==> src/rtl/fsv_pkg.sv <==
// Package for the field serializer: operation codes, shifter modes and the
// structs between the top level and the byte shifter. It has no dependencies.
package fsv_pkg;

  // Operation codes on the input channel.
  typedef enum logic [3:0] {
    OP_U8     = 4'd0,
    OP_U16LE  = 4'd1,
    OP_U32LE  = 4'd2,
    OP_U64LE  = 4'd3,
    OP_U16BE  = 4'd4,
    OP_U32BE  = 4'd5,
    OP_U64BE  = 4'd6,
    OP_VARINT = 4'd7,
    OP_ZIGZAG = 4'd8
  } op_e;

  // Ways the shifter walks its word.
  typedef enum logic [1:0] {
    MODE_LE,
    MODE_BE,
    MODE_VARINT
  } mode_e;

  // Shifter control states.
  typedef enum logic {
    ST_IDLE,
    ST_SHIFT
  } state_e;

  localparam int unsigned WordW  = 64;
  localparam int unsigned ByteW  = 8;
  localparam int unsigned GroupW = 7;
  localparam int unsigned CountW = 4;

  // Load command from the top level to the shifter.
  typedef struct packed {
    logic              load;
    mode_e             mode;
    logic [CountW-1:0] nbytes;
    logic [WordW-1:0]  data;
  } load_t;

  // Shifter status back to the top level.
  typedef struct packed {
    logic busy;
    logic last;
  } status_t;

endpackage

==> src/rtl/fsv_shift.sv <==
// Byte shifter of the field serializer: holds one value and hands out one
// encoded byte per advance. Depends on fsv_pkg.
module fsv_shift (
  input  logic                          clk_i,
  input  logic                          rst_ni,
  input  fsv_pkg::load_t                load_i,
  input  logic                          advance_i,
  output logic [fsv_pkg::ByteW-1:0]     byte_o,
  output fsv_pkg::status_t              stat_o
);

  fsv_pkg::state_e                  state_q, state_d;
  fsv_pkg::mode_e                   mode_q;
  logic [fsv_pkg::WordW-1:0]        sh_q;
  logic [fsv_pkg::CountW-1:0]       cnt_q;
  logic                             last;

  // The current byte is the final one of the value.
  always_comb begin
    unique case (mode_q)
      fsv_pkg::MODE_VARINT: last = (sh_q[fsv_pkg::WordW-1:fsv_pkg::GroupW] == '0);
      default:              last = (cnt_q == fsv_pkg::CountW'(1));
    endcase
  end

  // Next state.
  always_comb begin
    state_d = state_q;
    unique case (state_q)
      fsv_pkg::ST_IDLE:  if (load_i.load) state_d = fsv_pkg::ST_SHIFT;
      fsv_pkg::ST_SHIFT: if (advance_i && last) state_d = fsv_pkg::ST_IDLE;
      default:           state_d = fsv_pkg::ST_IDLE;
    endcase
  end

  // Outputs: the byte at the emitting end of the word and the status.
  always_comb begin
    unique case (mode_q)
      fsv_pkg::MODE_LE:     byte_o = sh_q[fsv_pkg::ByteW-1:0];
      fsv_pkg::MODE_BE:     byte_o = sh_q[fsv_pkg::WordW-1:fsv_pkg::WordW-fsv_pkg::ByteW];
      fsv_pkg::MODE_VARINT: byte_o = {~last, sh_q[fsv_pkg::GroupW-1:0]};
      default:              byte_o = '0;
    endcase
    stat_o.busy = (state_q == fsv_pkg::ST_SHIFT);
    stat_o.last = last;
  end

  // Control state.
  always_ff @(posedge clk_i or negedge rst_ni) begin
    if (!rst_ni) begin
      state_q <= fsv_pkg::ST_IDLE;
    end else begin
      state_q <= state_d;
    end
  end

  // Word, mode and byte count: loaded on a new value, shifted on each advance.
  always_ff @(posedge clk_i) begin
    if (load_i.load && state_q == fsv_pkg::ST_IDLE) begin
      sh_q   <= load_i.data;
      mode_q <= load_i.mode;
      cnt_q  <= load_i.nbytes;
    end else if (advance_i && state_q == fsv_pkg::ST_SHIFT) begin
      unique case (mode_q)
        fsv_pkg::MODE_LE:     sh_q <= sh_q >> fsv_pkg::ByteW;
        fsv_pkg::MODE_BE:     sh_q <= sh_q << fsv_pkg::ByteW;
        fsv_pkg::MODE_VARINT: sh_q <= sh_q >> fsv_pkg::GroupW;
        default:              sh_q <= sh_q;
      endcase
      cnt_q <= cnt_q - fsv_pkg::CountW'(1);
    end
  end

endmodule

==> src/rtl/field_serializer_varint.sv <==
// Field serializer top level: operation decode, input handshake and output
// register. Depends on fsv_pkg and fsv_shift.
//
// Usage: each input transaction carries a 64-bit value and an operation code
// (u8, u16/u32/u64 in little- or big-endian order, LEB128 varint, zigzag
// varint). The block returns the encoding as a run of output transactions, one
// byte each, with last_o set on the final byte. Unused operation codes are
// accepted and give no output.
// Start: out_valid_o rises once the accepted value is loaded into the shifter
// and its first byte has moved into the output register.
// Throughput: the byte shifter emits one byte per cycle while the output
// register is free. One value is in the shifter at a time; in_stall_o is high
// while it is busy, so a new value is taken only after the final byte of the
// last one has left the shifter.
// Stall: while out_stall_i holds, the output register keeps its byte and the
// shifter waits; the next byte follows in the cycle after it is taken.
// Reset: rst_ni clears the shifter state and the output valid; any value in
// flight is dropped.
module field_serializer_varint (
  input  logic        clk_i,
  input  logic        rst_ni,
  input  logic        in_valid_i,
  output logic        in_stall_o,
  input  logic [3:0]  operation_i,
  input  logic [63:0] value_i,
  output logic        out_valid_o,
  input  logic        out_stall_i,
  output logic [7:0]  out_byte_o,
  output logic        last_o
);

  fsv_pkg::load_t              load;
  fsv_pkg::status_t            stat;
  logic [fsv_pkg::ByteW-1:0]   sh_byte;
  logic                        in_accept;
  logic                        op_ok;
  logic                        advance;
  logic                        out_valid_q;
  logic [fsv_pkg::ByteW-1:0]   out_byte_q;
  logic                        last_q;

  assign in_stall_o = stat.busy;
  assign in_accept  = in_valid_i && !in_stall_o;

  // Decode the operation into a shifter mode, byte count and start word.
  always_comb begin
    op_ok       = 1'b1;
    load.mode   = fsv_pkg::MODE_LE;
    load.nbytes = '0;
    load.data   = value_i;
    unique case (fsv_pkg::op_e'(operation_i))
      fsv_pkg::OP_U8:    load.nbytes = fsv_pkg::CountW'(1);
      fsv_pkg::OP_U16LE: load.nbytes = fsv_pkg::CountW'(2);
      fsv_pkg::OP_U32LE: load.nbytes = fsv_pkg::CountW'(4);
      fsv_pkg::OP_U64LE: load.nbytes = fsv_pkg::CountW'(8);
      fsv_pkg::OP_U16BE: begin
        load.mode   = fsv_pkg::MODE_BE;
        load.nbytes = fsv_pkg::CountW'(2);
        load.data   = value_i << 48;
      end
      fsv_pkg::OP_U32BE: begin
        load.mode   = fsv_pkg::MODE_BE;
        load.nbytes = fsv_pkg::CountW'(4);
        load.data   = value_i << 32;
      end
      fsv_pkg::OP_U64BE: begin
        load.mode   = fsv_pkg::MODE_BE;
        load.nbytes = fsv_pkg::CountW'(8);
      end
      fsv_pkg::OP_VARINT: load.mode = fsv_pkg::MODE_VARINT;
      fsv_pkg::OP_ZIGZAG: begin
        // Zigzag: shift left by one and flip every bit for negative values.
        load.mode = fsv_pkg::MODE_VARINT;
        load.data = (value_i << 1) ^ {fsv_pkg::WordW{value_i[fsv_pkg::WordW-1]}};
      end
      default: op_ok = 1'b0;
    endcase
    load.load = in_accept && op_ok;
  end

  // Move a byte out of the shifter whenever the output register is free.
  assign advance = stat.busy && (!out_valid_q || !out_stall_i);

  fsv_shift u_shift (
    .clk_i     (clk_i),
    .rst_ni    (rst_ni),
    .load_i    (load),
    .advance_i (advance),
    .byte_o    (sh_byte),
    .stat_o    (stat)
  );

  // Output register valid.
  always_ff @(posedge clk_i or negedge rst_ni) begin
    if (!rst_ni) begin
      out_valid_q <= 1'b0;
    end else if (advance) begin
      out_valid_q <= 1'b1;
    end else if (!out_stall_i) begin
      out_valid_q <= 1'b0;
    end
  end

  // Output register payload.
  always_ff @(posedge clk_i) begin
    if (advance) begin
      out_byte_q <= sh_byte;
      last_q     <= stat.last;
    end
  end

  assign out_valid_o = out_valid_q;
  assign out_byte_o  = out_byte_q;
  assign last_o      = last_q;

  // A valid operation occupies the shifter in the next cycle.
  assert property (@(posedge clk_i) disable iff (!rst_ni)
    (in_accept && op_ok) |=> in_stall_o)
    else $error("shifter not busy after a load");

  // A byte that is not the final one is followed at once by the next byte.
  assert property (@(posedge clk_i) disable iff (!rst_ni)
    (out_valid_o && !out_stall_i && !last_o) |=> out_valid_o)
    else $error("gap inside an encoded value");

  // The shifter goes idle only after handing over the final byte.
  assert property (@(posedge clk_i) disable iff (!rst_ni)
    $fell(in_stall_o) |-> (out_valid_o && last_o))
    else $error("shifter went idle without a final byte");

endmodule
==> config.mk <==
export PLATFORM = sky130hd
export DESIGN_NAME = field_serializer_varint
export DESIGN_NICKNAME = d
export VERILOG_FILES = /design/src/rtl/fsv_pkg.sv /design/src/rtl/fsv_shift.sv /design/src/rtl/field_serializer_varint.sv
export SDC_FILE = /design/constraint.sdc
export NUM_CORES = 1
export LEC_CHECK = 0
export ABC_CLOCK_PERIOD_IN_PS = 8100
export BUFFER_PORTS_ARGS = -buffer_cell sky130_fd_sc_hd__buf_2
export CAP_MARGIN = 5
export CORE_UTILIZATION = 52
export DETAILED_ROUTE_END_ITERATION = 7
export PLACE_DENSITY = 0.79
export SYNTH_ARGS = -nofsm -noshare
export SYNTH_HDL_FRONTEND = slang
export SYNTH_SLANG_ARGS = --single-unit
==> constraint.sdc <==
create_clock -name clk_i -period 8.1 [get_ports clk_i]
set_clock_uncertainty 0.15 [all_clocks]
set_input_delay 0.81 -clock clk_i [delete_from_list [all_inputs] [get_ports clk_i]]
set_output_delay 0.81 -clock clk_i [all_outputs]
set_load 0.01 [all_outputs]
==> impl_metrics.yaml, run 1 <==
run_status:
  status: "complete, but fails checks"
  violations: "design-rule violations"
cts:
  cts_tree: "yes"
  path_clk_slew_ps: 60
  clkLatencyLatePin_ps: 340
  cts_buffers: 9
  cts_buffer_depth: 2
  ctsResizeCount: 0
  clock_sinks: 81
  hold_buffers: 0
  h-tree-depth: 3
  cts_setup_buffers: 0
  clock-root-buffer: "clkbuf_16"
global_routing:
  grt_pass1_vias: 5068
  grt_use_total: 0.333
  grt_antenna_before_repair: 0
  grt_max_degree: 115
  grt_pass1_wl_um: 29100
  overflow: 0
layout:
  final_common_cell: "buf_2"
  fin_nets: 737
  final_cell_mix: "82 x buf_2, 80 x a22oi_1, 79 x edfxtp_1"
  final_cells: 804
  drive_above_1_share: 0.184
  area_growth_pct: 10.9
  antennaDiodeCount: 0
floorplanning:
  start_util: 0.542
  die_h_um: 109
  pin_count: 83
  std_cell_rows: 38
  core_sq_um: 11000
  die-area_sq_um: 11900
  die_w_um: 109
timing:
  rsz0062_at_grt: "false"
  slew_viol_final: 0
  tightest_slew_ps: 1210
  fin_crit_sh: 0.399
  min_period_ps: 3230
  setup_viol: 0
  final_hold_viol_count: 0
  fmax_mhz: 310
  max_slew_margin: 0.192
  tns_ps: 0
worst_hold_path:
  hp-class: "in2async"
critical_path:
  crit_path_end_kind: "flop"
  slowest_stage: "buf_4"
  crit_type: "in2reg"
  crit_fanout: 114
  max_stage_delay_ps: 640
  ff2ff_path_depth: 5
  crit_top_cell: "buf_4"
  crit_required_ps: 7920
  crit_chain: "buf_2 -> o31ai_1 -> nand2_1 -> or2_4 -> buf_4 -> nand2_2 -> buf_4"
  cp-start-kind: "input port"
  arrival_ps: 3050
detailed_routing:
  wl_per_cell_um: 24.0
  drc: 2
  postRouteAntennaNets: 0
  drt_first_pass_iters: 8
  drt_wl_total_um: 19300
  drt_iter0_markers: 1122
  vias: 5718
  post_drt_via_cell_ratio: 7.11
placed_design:
  dp_hpwl_um: 13200
  port_buffers: 82
  dp.cells: 788
  gp_congestion: 0.924
run:
  max-cap-violations: 0
power_and_ir_drop:
  p_per_area_nw_per_um2: 242
  p_leak_nw: 2.45
  vdd_drop_max_mv: 0.123
logic_synthesis:
  synth_cell_type_count: 42
  yosysWarnings: 0
  avgSynthCellArea_sq_um: 9.42
  synthCells: 632
  netlist_area_sq_um: 5950
  synth-seq-area-share: 0.407
  postSynthRegisterBits: 81
  syn-num-nets: 710
stage by stage:
step	power, mW	setup WS [ps]	instance area, sq um	hold WS [ps]	utilization
6_report	1.60	4870	6600	94.5	0.601
3_3_place_gp	1.12	4660	6270	318	0.571
2_1_floorplan	0.984	4200	5950	364	-
3_5_place_dp	1.14	4590	6270	332	0.571
4_1_cts	1.58	4920	6600	86.1	0.601
5_1_grt	1.66	4680	6600	86.2	0.601
metal layers:
metal | track usage | vias up | wire (um)
met4 | 0.112 | 0 | 425
met5 | 0 | - | 0
met2 | 0.498 | 438 | 8770
met3 | 0.0777 | 32 | 2550
met1 | 0.471 | 2709 | 7540
li1 | - | 2539 | -
final cells by class:
cell class | count | area, sq um
clock buffers | 11 | 253
clock inverters | 5 | 77.6
fillers | 923 | 4380
inverters | 6 | 22.5
multi-input cells | 474 | 3210
flip-flops and latches | 81 | 2420
well taps | 140 | 175
repair buffers | 87 | 448
synthesized netlist by cell type, drive strengths merged:
library cell,number,area [sq um]
and3,8,50.1
nand3b,2,15.0
xnor2,2,17.5
a31oi,12,75.1
nand4,2,12.5
nor2,11,41.3
nor4,13,81.3
and2,3,18.8
a221oi,8,70.1
inv,6,22.5
a21o,1,7.51
clkbuf,39,146
o211ai,40,300
xor2,63,552
a22oi,80,601
nor2b,8,50.1
nand2,70,263
mux2,1,11.3
a22o,1,8.76
o31ai,1,7.51
ha,6,75.1
o21bai,1,7.51
o21ai,53,265
dfrtp,2,50.1
a21oi,33,165
nor4b,1,8.76
nor3,5,30.0
nand3,2,10.0
or3b,1,8.76
edfxtp,79,2370
buf,32,188
nand2b,4,25.0
nor3b,1,7.51
a222oi,31,310
a31o,7,61.3
or2,3,18.8
registers in the layout, indices dropped and copies added (netlist names):
| name | flops |
|---|---|
| u_shift.mode_q | 2 |
| last_o | 1 |
| u_shift.state_q | 1 |
| out_byte_o | 8 |
| out_valid_o | 1 |
| u_shift.cnt_q | 4 |
| u_shift.sh_q | 64 |
worst max-delay path, delay by kind of cell:
family | cells | cell delay (ps)
and+or+nand+nor | 3 | 530
AOI/OAI and AO/OA | 1 | 350
buffers and inverters | 3 | 1240
power breakdown:
part	internal (mW)	total (mW)	switching (mW)
clock	0.286	0.451	0.165
combinational	0.160	0.412	0.252
sequential	0.621	0.738	0.117
total	1.07	1.60	0.534
path summary, 6_finish.rpt:
check,slack [ps],startpoint,endpoint
hold reg to reg,340,out_valid_o$_DFFE_PN0P_,out_valid_o$_DFFE_PN0P_
min in group clk_i,340,out_valid_o$_DFFE_PN0P_,out_valid_o$_DFFE_PN0P_
setup reg to reg,4880,u_shift.mode_q[1]$_DFFE_PN_,u_shift.sh_q[32]$_DFFE_PP_
max in group asynchronous,7610,rst_ni,u_shift.state_q$_DFF_PN0_
hold / removal,90,rst_ni,out_valid_o$_DFFE_PN0P_
setup / recovery,4870,operation_i[0],u_shift.sh_q[32]$_DFFE_PP_
cell families after synthesis:
family | Yosys count | share of synthesized area
muxes | 1 | 0.00189
xor gates and xnor gates | 65 | 0.0956
AOI/OAI and AO/OA | 268 | 0.316
buffers and inverters | 77 | 0.0599
and+or+nand+nor | 134 | 0.108
adders and majority gates | 6 | 0.0126
DFF | 81 | 0.407
No activity file was read; power rests on OpenSTA's default activity.
==> run 2, diff against run 1 <==
--- a/config.mk
+++ b/config.mk
@@ -5,12 +5,13 @@
 export SDC_FILE = /design/constraint.sdc
 export NUM_CORES = 1
 export LEC_CHECK = 0
-export ABC_CLOCK_PERIOD_IN_PS = 8100
+export ABC_AREA = 1
+export ABC_CLOCK_PERIOD_IN_PS = 2850
 export BUFFER_PORTS_ARGS = -buffer_cell sky130_fd_sc_hd__buf_2
 export CAP_MARGIN = 5
 export CORE_UTILIZATION = 52
 export DETAILED_ROUTE_END_ITERATION = 7
-export PLACE_DENSITY = 0.79
+export PLACE_DENSITY = 0.82
 export SYNTH_ARGS = -nofsm -noshare
 export SYNTH_HDL_FRONTEND = slang
 export SYNTH_SLANG_ARGS = --single-unit
==> constraint.sdc (replaced) <==
create_clock -name clk_i -period 2.85 [get_ports clk_i]
set_clock_uncertainty 0.15 [all_clocks]
set_input_delay 0.285 -clock clk_i [delete_from_list [all_inputs] [get_ports clk_i]]
set_output_delay 0.285 -clock clk_i [all_outputs]
set_load 0.01 [all_outputs]
==> run 2 against run 1 <==
The run now ends clean. Synthesized area is 5.2% higher. Core utilization grew 1.3 points. Worst hold slack worse by 63 ps. Register-to-register slack worse by 4300 ps. First-iteration DRC count fell by 15%. Die area is 5.1% higher. Non-clock buffer count up 18. Critical endpoint is now u_shift.sh_q[10]$_DFFE_PP_.
==> impl_metrics.yaml, run 2 <==
logic_synthesis:
  yosys-top-cells-count: "177 x nand2_1, 106 x inv_1, 106 x nor2_1, 91 x o21ai_0, 79 x edfxtp_1"
  yosysWarnings: 0
  synthCells: 846
  synthArstFlopShare: 0.0247
  netlist_area_sq_um: 6260
  yosysTopAreaCellShare: 0.379
  synth_cell_type_count: 33
  avgSynthCellArea_sq_um: 7.40
  synth_area_leaders: "edfxtp_1 38%, nand2_1 11%, o21ai_0 7.3%"
  postSynthRegisterBits: 81
  synthFlopType: "edfxtp_1"
  syn-num-nets: 924
  synth_top_cell_by_area: "edfxtp_1"
  synth-seq-area-share: 0.387
  synth_edf_count: 79
  yosysMostFrequentCell: "nand2_1"
run_status:
  status: "finished, final reports clean"
cts:
  cts_buffers: 9
  cts_tree: "yes"
  path_clk_slew_ps: 60
  cts_buffer_depth: 2
  hold_buffers: 1
  clkLatencyLatePin_ps: 340
  cts_setup_buffers: 0
  clock_sinks: 81
  ctsResizeCount: 0
  clock-root-buffer: "clkbuf_16"
  h-tree-depth: 3
timing:
  fin_ws_ps: 610
  rsz0062_at_grt: "false"
  final_hold_viol_count: 0
  tightest_slew_ps: 627
  max_slew_margin: 0.581
  fmax_mhz: 447
  min_period_ps: 2240
  slew_viol_final: 0
  fin_crit_sh: 0.786
  tns_ps: 0
  setup_viol: 0
layout:
  antennaDiodeCount: 0
  area_growth_pct: 13.5
  drive_above_1_share: 0.144
  final_common_cell: "nand2_1"
  final_cell_mix: "176 x nand2_1, 106 x inv_1, 106 x nor2_1"
  fin_nets: 985
  regMostFlops: "u_shift.sh_q"
  largest_reg_flops: 64
  fill_cells: 1079
global_routing:
  grt_max_degree: 87
  grt_use_total: 0.365
  grt_pass1_vias: 5984
  grt_antenna_before_repair: 0
  overflow: 0
  grt_pass1_wl_um: 34100
detailed_routing:
  postRouteAntennaNets: 0
  post_drt_via_cell_ratio: 6.18
  drt_iter0_markers: 951
  wl_per_cell_um: 21.2
  drc: 0
  drt_wl_total_um: 22400
  vias: 6520
  drt_first_pass_iters: 6
placed_design:
  gp_congestion: 1.03
  dp_hpwl_um: 17000
  place_ws_ps: 665
  port_buffers: 82
floorplanning:
  die_w_um: 112
  die-area_sq_um: 12500
  std_cell_rows: 39
  core_sq_um: 11600
  die_h_um: 112
  pin_count: 83
  start_util: 0.541
worst_hold_path:
  hp-class: "in2reg"
critical_path:
  arrival_ps: 2270
  crit_path_end_kind: "flop"
  crit_required_ps: 2880
  cp-start-kind: "flop"
  crit_fanout: 28
  crit_type: "reg2reg"
power_and_ir_drop:
  p_leak_nw: 3.07
  p_per_area_nw_per_um2: 668
  vdd_drop_max_mv: 0.335
run:
  max-cap-violations: 0
run 2: cell families after synthesis:
kind of cell | after synthesis | synth area share
and+or+nand+nor | 310 | 0.194
AOI/OAI and AO/OA | 244 | 0.242
buffers and inverters | 167 | 0.111
DFF | 81 | 0.387
xor gates and xnor gates | 38 | 0.0531
adders and majority gates | 6 | 0.0120
run 2: area by class of cell:
cell class,count,area [sq um],share of cell area
multi-input combinational,598,3140,0.443
sequential,81,2420,0.341
timing repair buffer,105,611,0.0859
inverter,112,420,0.0592
clock buffer,10,239,0.0336
tap,143,179,0.0252
clock inverter,6,90.1,0.0127
run 2: final timing paths:
check                      cells past startpoint                         from  slack [ps]                          to
max                                            8  u_shift.mode_q[0]$_DFFE_PN_         610  u_shift.sh_q[10]$_DFFE_PP_
min                                            3                  out_stall_i          30     out_valid_o$_DFFE_PN0P_
max reg2reg                                    8  u_shift.mode_q[0]$_DFFE_PN_         610  u_shift.sh_q[10]$_DFFE_PP_
min reg2reg                                    2      out_valid_o$_DFFE_PN0P_         380     out_valid_o$_DFFE_PN0P_
max in group asynchronous                      2                       rst_ni        2320   u_shift.state_q$_DFF_PN0_
min in group asynchronous                      2                       rst_ni         140     out_valid_o$_DFFE_PN0P_
run 2: critical path, cell delays in order (launching register included):
cell and delay, ps:
edfxtp_1 380, inv_1 80, ha_1 410, nand2_1 110
inv_2 400, nand2_1 140, o221ai_1 160, nor2_1 90
a31oi_1 160
run 2: report_power, final:
group          switching [mW]  total, mW  internal [mW]
logic                   0.935       1.43          0.493
registers               0.263       2.04           1.77
clock network           0.487       1.28          0.794
total                    1.69       4.75           3.06
run 2: through the flow:
| stage | hold slack, ps | std cells | power, mW | area, sq um | util |
|---|---|---|---|---|---|
| final | 31.5 | 1055 | 4.75 | 7110 | 0.614 |
| after detailed placement | -76.3 | 1038 | 3.42 | 6770 | 0.585 |
| after global placement | -79.9 | 1038 | 3.41 | 6770 | 0.585 |
| after floorplan | -161 | 846 | 2.87 | 6260 | - |
| after global routing | 57.7 | 1055 | 4.94 | 7110 | 0.614 |
| after CTS | 31.1 | 1055 | 4.69 | 7110 | 0.614 |
run 2: per-layer routing:
metal | GRT usage | wire, um | vias up | share of wire
li1 | - | - | 3029 | -
met1 | 0.528 | 8970 | 2927 | 0.40
met2 | 0.523 | 9290 | 509 | 0.42
met3 | 0.0724 | 3110 | 55 | 0.14
met4 | 0.174 | 977 | 0 | 0.044
met5 | 0 | 0 | - | 0
